==> src/rtl/core/bfwq_pkg.sv <==
// ----------------------------------------------------------------------------
// bfwq_pkg
// Types, sizes and codes shared by the blocking FIFO with waiter queue.
// ----------------------------------------------------------------------------
package bfwq_pkg;

    localparam int ITEM_DEPTH   = 256;
    localparam int WAITER_DEPTH = 16;
    localparam int DATA_WIDTH   = 32;
    localparam int ID_WIDTH     = 4;

    localparam int ITEM_AW   = (ITEM_DEPTH > 1) ? $clog2(ITEM_DEPTH) : 1;
    localparam int ITEM_CW   = $clog2(ITEM_DEPTH + 1);
    localparam int WAITER_AW = (WAITER_DEPTH > 1) ? $clog2(WAITER_DEPTH) : 1;
    localparam int WAITER_CW = $clog2(WAITER_DEPTH + 1);
    localparam int VISIT_W   = 32;

    localparam int CQ_DEPTH = 2;
    localparam int CQ_AW    = $clog2(CQ_DEPTH);
    localparam int CQ_CW    = $clog2(CQ_DEPTH + 1);

    localparam logic [1:0] REQ_ENQ   = 2'd0;
    localparam logic [1:0] REQ_DEQ   = 2'd1;
    localparam logic [1:0] REQ_TRY   = 2'd2;
    localparam logic [1:0] REQ_FLUSH = 2'd3;

    localparam logic [2:0] KIND_STORED   = 3'd0;
    localparam logic [2:0] KIND_HANDED   = 3'd1;
    localparam logic [2:0] KIND_DEQUEUED = 3'd2;
    localparam logic [2:0] KIND_EMPTY    = 3'd3;
    localparam logic [2:0] KIND_WAITING  = 3'd4;
    localparam logic [2:0] KIND_RELEASED = 3'd5;
    localparam logic [2:0] KIND_REJECTED = 3'd6;

    typedef enum logic [1:0] {
        OP_ENQ,
        OP_DEQ,
        OP_TRY,
        OP_FLUSH
    } op_t;

    typedef struct packed {
        logic [1:0]            req_type;
        logic [DATA_WIDTH-1:0] elem_data;
        logic [ID_WIDTH-1:0]   requester_id;
    } req_t;

    typedef struct packed {
        logic [2:0]            resp_kind;
        logic [ID_WIDTH-1:0]   target_id;
        logic [DATA_WIDTH-1:0] out_data;
        logic [ITEM_CW-1:0]    item_count;
        logic [WAITER_CW-1:0]  waiter_count;
        logic [VISIT_W-1:0]    visited_count;
        logic                  last;
    } rsp_t;

    typedef struct packed {
        op_t                   op;
        logic [DATA_WIDTH-1:0] data;
        logic [ID_WIDTH-1:0]   rid;
    } cmd_t;

    typedef struct packed {
        logic valid;
        cmd_t cmd;
    } cmd_port_t;

endpackage

==> src/rtl/core/bfwq_front.sv <==
// ----------------------------------------------------------------------------
// bfwq_front
// Request intake: decode each request and hold it in a short command queue.
// ----------------------------------------------------------------------------
module bfwq_front
    import bfwq_pkg::*;
(
    input  logic      clk,
    input  logic      rst_n,
    input  logic      start,
    input  req_t      request,
    output logic      busy,
    input  logic      pop,
    output cmd_port_t head
);

    cmd_t             q_mem [CQ_DEPTH];
    logic [CQ_AW-1:0] wr_ptr_reg;
    logic [CQ_AW-1:0] rd_ptr_reg;
    logic [CQ_CW-1:0] count_reg;
    logic             push;
    logic             do_pop;
    cmd_t             cmd_in;

    always_comb
    begin
        cmd_in.data = request.elem_data;
        cmd_in.rid  = request.requester_id;
        case (request.req_type)
            REQ_ENQ:   cmd_in.op = OP_ENQ;
            REQ_DEQ:   cmd_in.op = OP_DEQ;
            REQ_TRY:   cmd_in.op = OP_TRY;
            REQ_FLUSH: cmd_in.op = OP_FLUSH;
            default:   cmd_in.op = OP_FLUSH;
        endcase
    end

    assign busy   = (count_reg == CQ_CW'(CQ_DEPTH));
    assign push   = start && !busy;
    assign do_pop = pop && (count_reg != '0);

    always_ff @(posedge clk)
    begin
        if (push)
        begin
            q_mem[wr_ptr_reg] <= cmd_in;
        end
    end

    always_ff @(posedge clk or negedge rst_n)
    begin
        if (!rst_n)
        begin
            wr_ptr_reg <= '0;
            rd_ptr_reg <= '0;
            count_reg  <= '0;
        end
        else
        begin
            if (push)
            begin
                wr_ptr_reg <= wr_ptr_reg + 1'b1;
            end
            if (do_pop)
            begin
                rd_ptr_reg <= rd_ptr_reg + 1'b1;
            end
            if (push && !do_pop)
            begin
                count_reg <= count_reg + 1'b1;
            end
            else if (do_pop && !push)
            begin
                count_reg <= count_reg - 1'b1;
            end
        end
    end

    assign head.valid = (count_reg != '0);
    assign head.cmd   = q_mem[rd_ptr_reg];

endmodule

==> config.mk <==
export PLATFORM = sky130hd
export DESIGN_NAME = bfwq_front
export DESIGN_NICKNAME = d
export VERILOG_FILES = /design/src/rtl/core/bfwq_pkg.sv /design/src/rtl/core/bfwq_front.sv
export SDC_FILE = /design/constraint.sdc
export NUM_CORES = 1
export LEC_CHECK = 0
export BUFFER_PORTS_ARGS = -buffer_cell sky130_fd_sc_hd__buf_2
export CAP_MARGIN = 40
export CORE_MARGIN = 2
export CORE_UTILIZATION = 45
export CTS_CLUSTER_SIZE = 8
export DETAILED_ROUTE_END_ITERATION = 10
export GPL_TIMING_DRIVEN = 0
export PLACE_DENSITY_LB_ADDON = 0.25
export SYNTH_ARGS = -nofsm -noshare
export SYNTH_HDL_FRONTEND = slang
export SYNTH_SLANG_ARGS = --single-unit
==> constraint.sdc <==
create_clock -name clk -period 3.4 [get_ports clk]
set_input_delay 0.68 -clock clk [delete_from_list [all_inputs] [get_ports clk]]
set_output_delay 0.68 -clock clk [all_outputs]
set_load 0.01 [all_outputs]
==> results of run 1 <==
## logic make-up (layout without fill, tap and decap cells)
kind of cell | after synthesis | count (layout) | share of synthesized area
buf+inv | 8 | 105 | 0.0188
mux | 38 | 38 | 0.155
flops | 80 | 80 | 0.795
fa+ha+maj | 1 | 1 | 0.00417
simple gates | 7 | 7 | 0.0121
xor+xnor | 5 | 5 | 0.0146
## worst min path at each step
stage	to	startpoint	slack (ps)	cells after the start
after floorplan	count_reg[0]$_DFFE_PN0P_	rst_n	380	0
after global placement	wr_ptr_reg$_DFFE_PN0P_	wr_ptr_reg$_DFFE_PN0P_	480	1
after detailed placement	wr_ptr_reg$_DFFE_PN0P_	rst_n	500	1
after CTS	wr_ptr_reg$_DFFE_PN0P_	rst_n	120	1
after global routing	wr_ptr_reg$_DFFE_PN0P_	rst_n	120	1
final	wr_ptr_reg$_DFFE_PN0P_	rst_n	140	1
## cells in the final DEF, fill, tap and decap left out, types with 2 or more instances in the layout
cell type / Yosys / final
buf_4: 2 / 2
xor2_1: 2 / 2
clkinv_1: 0 / 2
mux2_4: 10 / 10
edfxtp_1: 76 / 76
clkbuf_1: 2 / 4
buf_16: 0 / 2
clkinv_2: 0 / 2
clkbuf_8: 0 / 9
inv_1: 2 / 2
mux2_2: 28 / 28
dfrtp_1: 4 / 4
xnor2_1: 3 / 3
buf_2: 0 / 79
## final cells by class
type	count	share of cell area
Sequential cell	80	0.638
Multi-Input combinational cell	51	0.152
Timing Repair Buffer	81	0.121
Clock buffer	11	0.0352
Tap cell	77	0.0258
Buffer	6	0.0131
Clock inverter	5	0.0127
Inverter	2	0.00201
## worst max-delay path: cells and delay by family (launching register included)
kind                   cells  cell delay (ps)
buffers and inverters      3              480
DFF                        1              380
muxes                      1              310
## routing by layer
layer / vias up / track usage
met5: - / 0
met4: 0 / 0.0505
met3: 7 / 0.0597
met2: 52 / 0.226
met1: 736 / 0.159
li1: 720 / -
## where the power goes
group	internal, mW	switching [mW]	total [mW]
clock network	0.333	0.304	0.636
registers	1.35	0.0667	1.42
logic	0.535	0.518	1.05
total	2.22	0.889	3.11
==> flow_summary.ini, run 1 <==
[run_status]
outcome = complete, no violations

[timing]
fmax_mhz = 459
finalCriticalPeriod_ps = 2180
slew-limit-headroom = 0.635
skew_ps = 6.34
hold_viol = 0
timing.final.crit_share = 0.641
maxSlewViolCount = 0
hold_slack_ps = 144
setup_viol = 0
tns_ps = 0
worst_pin_slew_ps = 546
worst_slack_ps = 1220
grt_setup_unrepaired = false

[logic_synthesis]
synthArstFlopShare = 0.0500
yosysTopAreaCell = edfxtp_1
synth.distinct_cells = 18
synthFlopType = edfxtp_1
synth.net_count = 182
syn_area_sq_mm = 0.00300
ys_seq_area_frac = 0.795
synth_seq_cells = 80
synth_top_area_frac = 0.762
yosys-top-cells-count = edfxtp_1, mux2_2, mux2_4, dfrtp_1, xnor2_1
synth_most_common_cell = edfxtp_1
synth-warning-count = 0
synth_cells = 139
avgSynthCellArea_sq_um = 21.6
synth-edff-count = 76
synth_area_leaders = edfxtp_1, mux2_2, mux2_4, dfrtp_1, xnor2_1

[cells_and_area]
fillCellCount = 515
drive_gt1_frac = 0.589
utilization = 0.584
multi_input_area_sq_um = 567
finalNonFillerCells = 313
syn2layout_area_growth_pct = 24.5
antenna_cells = 0
largest_register_ffs = 76
final_nets = 274
post-route-cell-area_sq_mm = 0.00373
regArea_sq_mm = 0.00238

[critical_path]
setup.worst_path.class = register to output port
cp_max_fo = 10
setup.worst_path.end_class = output port
r2r_cells = 4
endpoint = head[17]
rr_startpoint = count_reg[0]$_DFFE_PN0P_
cp-start-kind = register
required_ps = 2720
cp_slowest_cell = dfrtp_1
r2r_setup_slack_ps = 1640
startpoint = rd_ptr_reg$_DFFE_PN0P_
crit_chain = buf_6 > buf_8 > mux2_4 > buf_2
critPathMaxStageDelay_ps = 380
cp_data_arrival_time_ps = 1500
rr_endpoint = q_mem[0][31]$_DFFE_PP_

[clocking]
cts_sinks = 80
insertion_delay_ps = 330
numCtsBuffers = 9
clockBufferDepth = 2
clockRootBuffer = clkbuf_8
htree_levels = 3
cts_tree = built
cts_resized = 0
cts_hold_buf = 0
cts_post_setup_buffers_inserted = 0
clk_pin_slew_ps = 70

[drt]
wl_met2_mm = 2.44
top_layer_used = met4
drc_errors = 0
drtIter0Drc = 63
ant_nets = 0
wire_per_inst_um = 15.3
wl_met1_mm = 1.94
dr_wl_met3_um = 331
dr.pass1.iters = 4
vias = 1515
finalWirelength_mm = 4.78
viasPerCell = 4.84

[grt]
grt_pass1_vias = 1550
grt_usage = 0.137
overflow = 0
grt_pass1_wl_mm = 7.29
antenna_found_initial = 0
grt_max_degree = 24

[job]
cap_violations = 0

[floorplan]
die-area_sq_mm = 0.00733
ios = 82
fp.dieH_um = 85.6
die_w_um = 85.6
row_count = 29
initial_utilization = 0.469
core_sq_mm = 0.00639

[power]
vdd_drop_max_mv = 0.547
leakagePower_nw = 1.46
p_per_area_mw_per_mm2 = 832
finalPower_mw = 3.11

[place]
hpwl_mm = 3.24
post-place-cells = 297
gp_congestion = 0.705
io_buffers = 79
placed_area_sq_mm = 0.00355
pre_cts_ws_ps = 1490

[worst_hold_path]
min_path_type = input port to asynchronous set/reset pin
No activity file was read; power rests on OpenSTA's default activity.
==> inputs of run 2 (changes only) <==
--- a/config.mk
+++ b/config.mk
@@ -5,6 +5,7 @@
 export SDC_FILE = /design/constraint.sdc
 export NUM_CORES = 1
 export LEC_CHECK = 0
+export ABC_AREA = 1
 export BUFFER_PORTS_ARGS = -buffer_cell sky130_fd_sc_hd__buf_2
 export CAP_MARGIN = 40
 export CORE_MARGIN = 2
==> constraint.sdc (replaced) <==
create_clock -name clk -period 1.8 [get_ports clk]
set_input_delay 0.36 -clock clk [delete_from_list [all_inputs] [get_ports clk]]
set_output_delay 0.36 -clock clk [all_outputs]
set_load 0.01 [all_outputs]
==> run 2 against run 1 <==
  * Die area is 0.20% lower
  * Worst setup slack lost 1100 ps
  * Non-clock buffer count grew 6
  * Clock power is 89% higher
  * Sequential share of layout area fell by 0.81 points
  * Register-to-register slack worse by 1300 ps
  * Routed wire length up 10%
  * Clock skew down 2.5 ps
  * Cell count grew 30%
  * Synthesized cell count rose by 67%
  * Area after synthesis is 0.21% lower
  * Largest cell class unchanged
  * Highest routed layer unchanged
==> flow_summary.ini, run 2 <==
[run_status]
outcome = complete, no violations

[cells_and_area]
post-route-cell-area_sq_mm = 0.00378
fillCellCount = 531
largest_register_ffs = 76
utilization = 0.592
drive_gt1_frac = 0.328
syn2layout_area_growth_pct = 26.4
finalNonFillerCells = 406
final_common_cell = nand2_1
final_nets = 369
antenna_cells = 0
mostFrequentLayoutCells = nand2_1, buf_2, edfxtp_1
regArea_sq_mm = 0.00238
multi_input_area_sq_um = 531

[critical_path]
critPathMaxStageDelay_ps = 440
crit_top_cell = nand2_1
cp_data_arrival_time_ps = 1360
cp-start-kind = register
cp_max_fo = 10
setup.worst_path.end_class = output port
setup.worst_path.class = register to output port
cp_slowest_cell = dfrtp_2
required_ps = 1440
crit_chain = buf_6 > buf_4 > nand2_1 > nand2_1 > buf_2

[logic_synthesis]
synthArstFlopShare = 0.0500
synth_top_family_by_area = simple AND/OR/NAND/NOR gates
avgSynthCellArea_sq_um = 12.9
synth_cells = 232
synth-edff-count = 76
synth_most_common_cell = nand2_1
synthFlopType = edfxtp_1
yosysTopAreaCell = edfxtp_1
synth-warning-count = 0
synth_area_leaders = edfxtp_1, nand2_1, dfrtp_1, inv_1, buf_2
synth_top_area_frac = 0.763
synth-simple-area-share = 0.166
yosys-top-cells-count = nand2_1, edfxtp_1, inv_1, buf_2, dfrtp_1
synth_seq_cells = 80
synth.distinct_cells = 14
synth_mux_area_frac = 0
synth.net_count = 275
ys_seq_area_frac = 0.797
yosys.area_share.adder = 0.00418
synth_xor_area_frac = 0.00293
syn_area_sq_mm = 0.00299
synth_compound_area_frac = 0.00167

[clocking]
htree_levels = 3
cts_sinks = 80
clockBufferDepth = 2
clk_pin_slew_ps = 70
numCtsBuffers = 9
insertion_delay_ps = 330
clockRootBuffer = clkbuf_8
cts_tree = built

[drt]
ant_nets = 0
finalWirelength_mm = 5.26
drtIter0Drc = 109
dr.pass1.iters = 4
drc_errors = 0
vias = 1928
wire_per_inst_um = 13.0
viasPerCell = 4.75

[place]
hpwl_mm = 3.44
io_buffers = 79
gp_congestion = 0.709
pre_cts_ws_ps = -4.84
post-place-cells = 390
placed_area_sq_mm = 0.00355

[power]
finalPower_mw = 6.02
leakagePower_nw = 1.67
p_per_area_mw_per_mm2 = 1590
vdd_drop_max_mv = 0.770

[timing]
hold_viol = 0
timing.final.crit_share = 0.953
maxSlewViolCount = 0
grt_setup_unrepaired = false
skew_ps = 3.82
finalCriticalPeriod_ps = 1720
worst_slack_ps = 84.5
slew-limit-headroom = 0.691
fmax_mhz = 583
setup_viol = 0
worst_pin_slew_ps = 459

[grt]
overflow = 0
grt_max_degree = 22
antenna_found_initial = 0
grt_pass1_vias = 1899
grt_usage = 0.150
grt_pass1_wl_mm = 8.25

[floorplan]
core_sq_mm = 0.00639
ios = 82
fp.dieH_um = 85.5
die_w_um = 85.5
initial_utilization = 0.468
row_count = 29
die-area_sq_mm = 0.00731

[worst_hold_path]
min_path_type = input port to register

[job]
cap_violations = 0
[run 2: per-layer routing]
metal | vias to the layer above | global-route usage | routed length (um)
met3 | 10 | 0.0472 | 401
met2 | 66 | 0.254 | 2540
met5 | - | 0 | 0
met1 | 896 | 0.174 | 2210
li1 | 956 | - | -
met4 | 0 | 0.0693 | 99
[run 2: stage by stage]
step	hold WS, ps	TNS [ps]
4_1_cts	187	0
3_3_place_gp	169	-14330
5_1_grt	185	0
6_report	210	0
3_5_place_dp	170	-72.2
2_1_floorplan	64.4	0
[run 2: cell families (layout without fill, tap and decap cells)]
logic type,after synthesis,after routing
buffers and inverters,18,115
adder cells (fa/ha/maj),1,1
AND/OR/NAND/NOR,131,131
flip-flops,80,80
AO/OA/AOI/OAI,1,1
XOR/XNOR,1,1
[run 2: final timing paths]
check,from,to,slack (ps),cells after the start
setup / recovery,rd_ptr_reg$_DFFE_PN0P_,head[19],80,5
hold / removal,request[21],q_mem[0][21]$_DFFE_PP_,210,1
setup reg to reg,count_reg[1]$_DFFE_PN0P_,q_mem[0][15]$_DFFE_PP_,340,6
hold reg to reg,count_reg[1]$_DFFE_PN0P_,count_reg[1]$_DFFE_PN0P_,480,2
max in group asynchronous,rst_n,rd_ptr_reg$_DFFE_PN0P_,1320,2
min in group asynchronous,rst_n,wr_ptr_reg$_DFFE_PN0P_,350,2
[run 2: timing repair]
item | in CTS | in global routing
pin swaps | 0 | 1
endpoints found under the setup margin | 31 | 44
buffers inserted | 1 | 1
hold buffers | 1 | 0
hold endpoints to repair | 4 | 0
resized for setup | 2 | 4
[run 2: cell type report]
class | count | area share
buffer | 9 | 0.0165
clock buffer | 9 | 0.0328
clock inverter | 5 | 0.0132
inverter | 8 | 0.00893
multi-input combinational | 134 | 0.140
sequential | 80 | 0.630
tap | 77 | 0.0255
timing repair buffer | 84 | 0.132
[run 2: power breakdown]
group | switching [mW] | total, mW | internal, mW
sequential | 0.116 | 2.65 | 2.54
combinational | 1.32 | 2.16 | 0.837
clock | 0.588 | 1.20 | 0.616
total | 2.03 | 6.02 | 3.99
[run 2: worst max-delay path: cells and delay by family (launching register included)]
kind | cells | cell delay (ps)
buffers and inverters | 3 | 450
and+or+nand+nor | 2 | 120
DFF | 1 | 440
==> inputs of run 3 (changes only) <==
--- a/config.mk
+++ b/config.mk
@@ -5,7 +5,7 @@
 export SDC_FILE = /design/constraint.sdc
 export NUM_CORES = 1
 export LEC_CHECK = 0
-export ABC_AREA = 1
+export ABC_AREA = 0
 export BUFFER_PORTS_ARGS = -buffer_cell sky130_fd_sc_hd__buf_2
 export CAP_MARGIN = 40
 export CORE_MARGIN = 2
==> run 3 against run 2 <==
  * The flow now finishes with violations (setup timing)
  * Utilization up 2.3 points
  * Via count shrank 20%
  * Sequential share of layout area decreased by 2.3 points
  * Clock skew increased by 0.91 ps
  * Combinational power increased by 11%
  * Flip-flop and latch count stayed put
  * Register-to-register slack lost 180 ps
  * Power grew 4.1%
  * Cell area rose by 3.8%
  * First-iteration DRC count is 61% lower
  * Worst setup slack worse by 99 ps
  * Cell count fell by 22%
  * Critical endpoint is now head[12]
==> flow_summary.ini, run 3 (same netlist as run 1, synthesis figures left out) <==
[grt]
grt_usage = 0.138
antenna_found_initial = 0
grt_max_degree = 23
grt_pass1_wl_mm = 7.45
grt_pass1_vias = 1581
overflow = 0

[place]
placed_area_sq_mm = 0.00355
gp_congestion = 0.662
hpwl_mm = 3.19
pre_cts_ws_ps = 19.6
io_buffers = 79

[clocking]
clockRootBuffer = clkbuf_8
clockBufferDepth = 2
htree_levels = 3
cts_sinks = 80
insertion_delay_ps = 330
cts_tree = built
numCtsBuffers = 9
clk_pin_slew_ps = 70

[cells_and_area]
syn2layout_area_growth_pct = 31.0
mostFrequentLayoutCells = edfxtp_1, buf_2, mux2_2
antenna_cells = 0
utilization = 0.615
final_common_cell = edfxtp_1
largest_register_ffs = 76
drive_gt1_frac = 0.602
final_nets = 280
post-route-cell-area_sq_mm = 0.00393

[timing]
maxSlewViolCount = 0
hold_slack_ps = 213
hold_viol = 0
setup_viol = 11
worst_pin_slew_ps = 476
skew_ps = 4.73
grt_setup_unrepaired = true
timing.final.crit_share = 1.01
worst_slack_ps = -14.2
finalCriticalPeriod_ps = 1810
slew-limit-headroom = 0.683
fmax_mhz = 551
tns_ps = -117

[critical_path]
setup.worst_path.end_class = output port
crit_top_cell = buf_6
crit_chain = buf_6 > buf_12 > mux2_4 > buf_6
cp_data_arrival_time_ps = 1450
r2r_setup_slack_ps = 160
required_ps = 1440
rr_endpoint = q_mem[1][15]$_DFFE_PP_
setup.worst_path.class = register to output port
cp_slowest_cell = dfrtp_1
cp-start-kind = register
rr_startpoint = count_reg[0]$_DFFE_PN0P_
cp_max_fo = 10
r2r_cells = 3
critPathMaxStageDelay_ps = 410

[job]
cap_violations = 0

[worst_hold_path]
min_from = request[21]
holdPathEnd = q_mem[0][21]$_DFFE_PP_
hold_depth = 1
min_path_type = input port to register

[drt]
viasPerCell = 4.84
wire_per_inst_um = 15.2
drtIter0Drc = 42
ant_nets = 0
dr.pass1.iters = 4
drc_errors = 0
finalWirelength_mm = 4.82
vias = 1538

[power]
p_per_area_mw_per_mm2 = 1600
vdd_drop_max_mv = 1.15
leakagePower_nw = 1.55

[floorplan]
initial_utilization = 0.469
core_sq_mm = 0.00639
row_count = 29
die_w_um = 85.6
fp.dieH_um = 85.6
die-area_sq_mm = 0.00733
ios = 82

[run_status]
outcome = complete, but fails checks
violations = setup timing
-- run 3: changes by cell type in the layout (fill, tap and decap cells not counted), sizes merged, moves of 2 or more --
cell   previous run  this run
xor2              0         2
xnor2             1         3
inv               7         2
nand2           125         2
buf              88        90
mux2              0        38
nand3             2         0
-- run 3: stage by stage --
stage | std cells | total power [mW]
2_1_floorplan | 139 | 4.00
3_3_place_gp | 295 | 4.63
3_5_place_dp | 297 | 4.75
4_1_cts | 318 | 6.27
5_1_grt | 318 | 6.60
6_report | 318 | 6.26
-- run 3: worst max-delay path by stage --
| stage | slack (ps) | depth (start not counted) | to | startpoint |
|---|---|---|---|---|
| floorplan | 170 | 3 | q_mem[0][0]$_DFFE_PP_ | count_reg[0]$_DFFE_PN0P_ |
| global placement | -210 | 3 | q_mem[0][10]$_DFFE_PP_ | count_reg[0]$_DFFE_PN0P_ |
| detailed placement | 20 | 4 | q_mem[0][12]$_DFFE_PP_ | count_reg[0]$_DFFE_PN0P_ |
| CTS | -30 | 4 | head[18] | rd_ptr_reg$_DFFE_PN0P_ |
| global route | -80 | 4 | head[34] | rd_ptr_reg$_DFFE_PN0P_ |
| finish | -10 | 4 | head[12] | rd_ptr_reg$_DFFE_PN0P_ |
-- run 3: power breakdown --
group / internal (mW) / switching [mW] / total [mW]
clock: 0.622 / 0.568 / 1.19
combinational: 1.34 / 1.06 / 2.40
sequential: 2.55 / 0.126 / 2.67
-- run 3: layout make-up --
cell class | count | area [sq um]
inverter | 2 | 7.51
buffer | 6 | 53.8
clock buffer | 10 | 128
sequential | 80 | 2380
tap | 77 | 96.3
multi-input combinational | 51 | 582
fill | 483 | 2460
clock inverter | 5 | 48.8
timing repair buffer | 87 | 627
-- run 3: critical path: cells and delay by family (launching register included) --
kind,cells,cell delay (ps)
buf+inv,3,410
flops,1,410
mux,1,300
-- run 3: layer usage --
metal,track usage,part of all wire
met5,0,0
met4,0.0606,0.014
met3,0.0568,0.087
met2,0.227,0.48
met1,0.158,0.42
-- run 3: repair_timing --
action,4_1_cts,5_1_grt
hold endpoints to repair,4,0
hold buffers,1,0
setup buffers,5,0
pin swaps,1,0
endpoints found under the setup margin,33,37
gates resized for setup,16,8
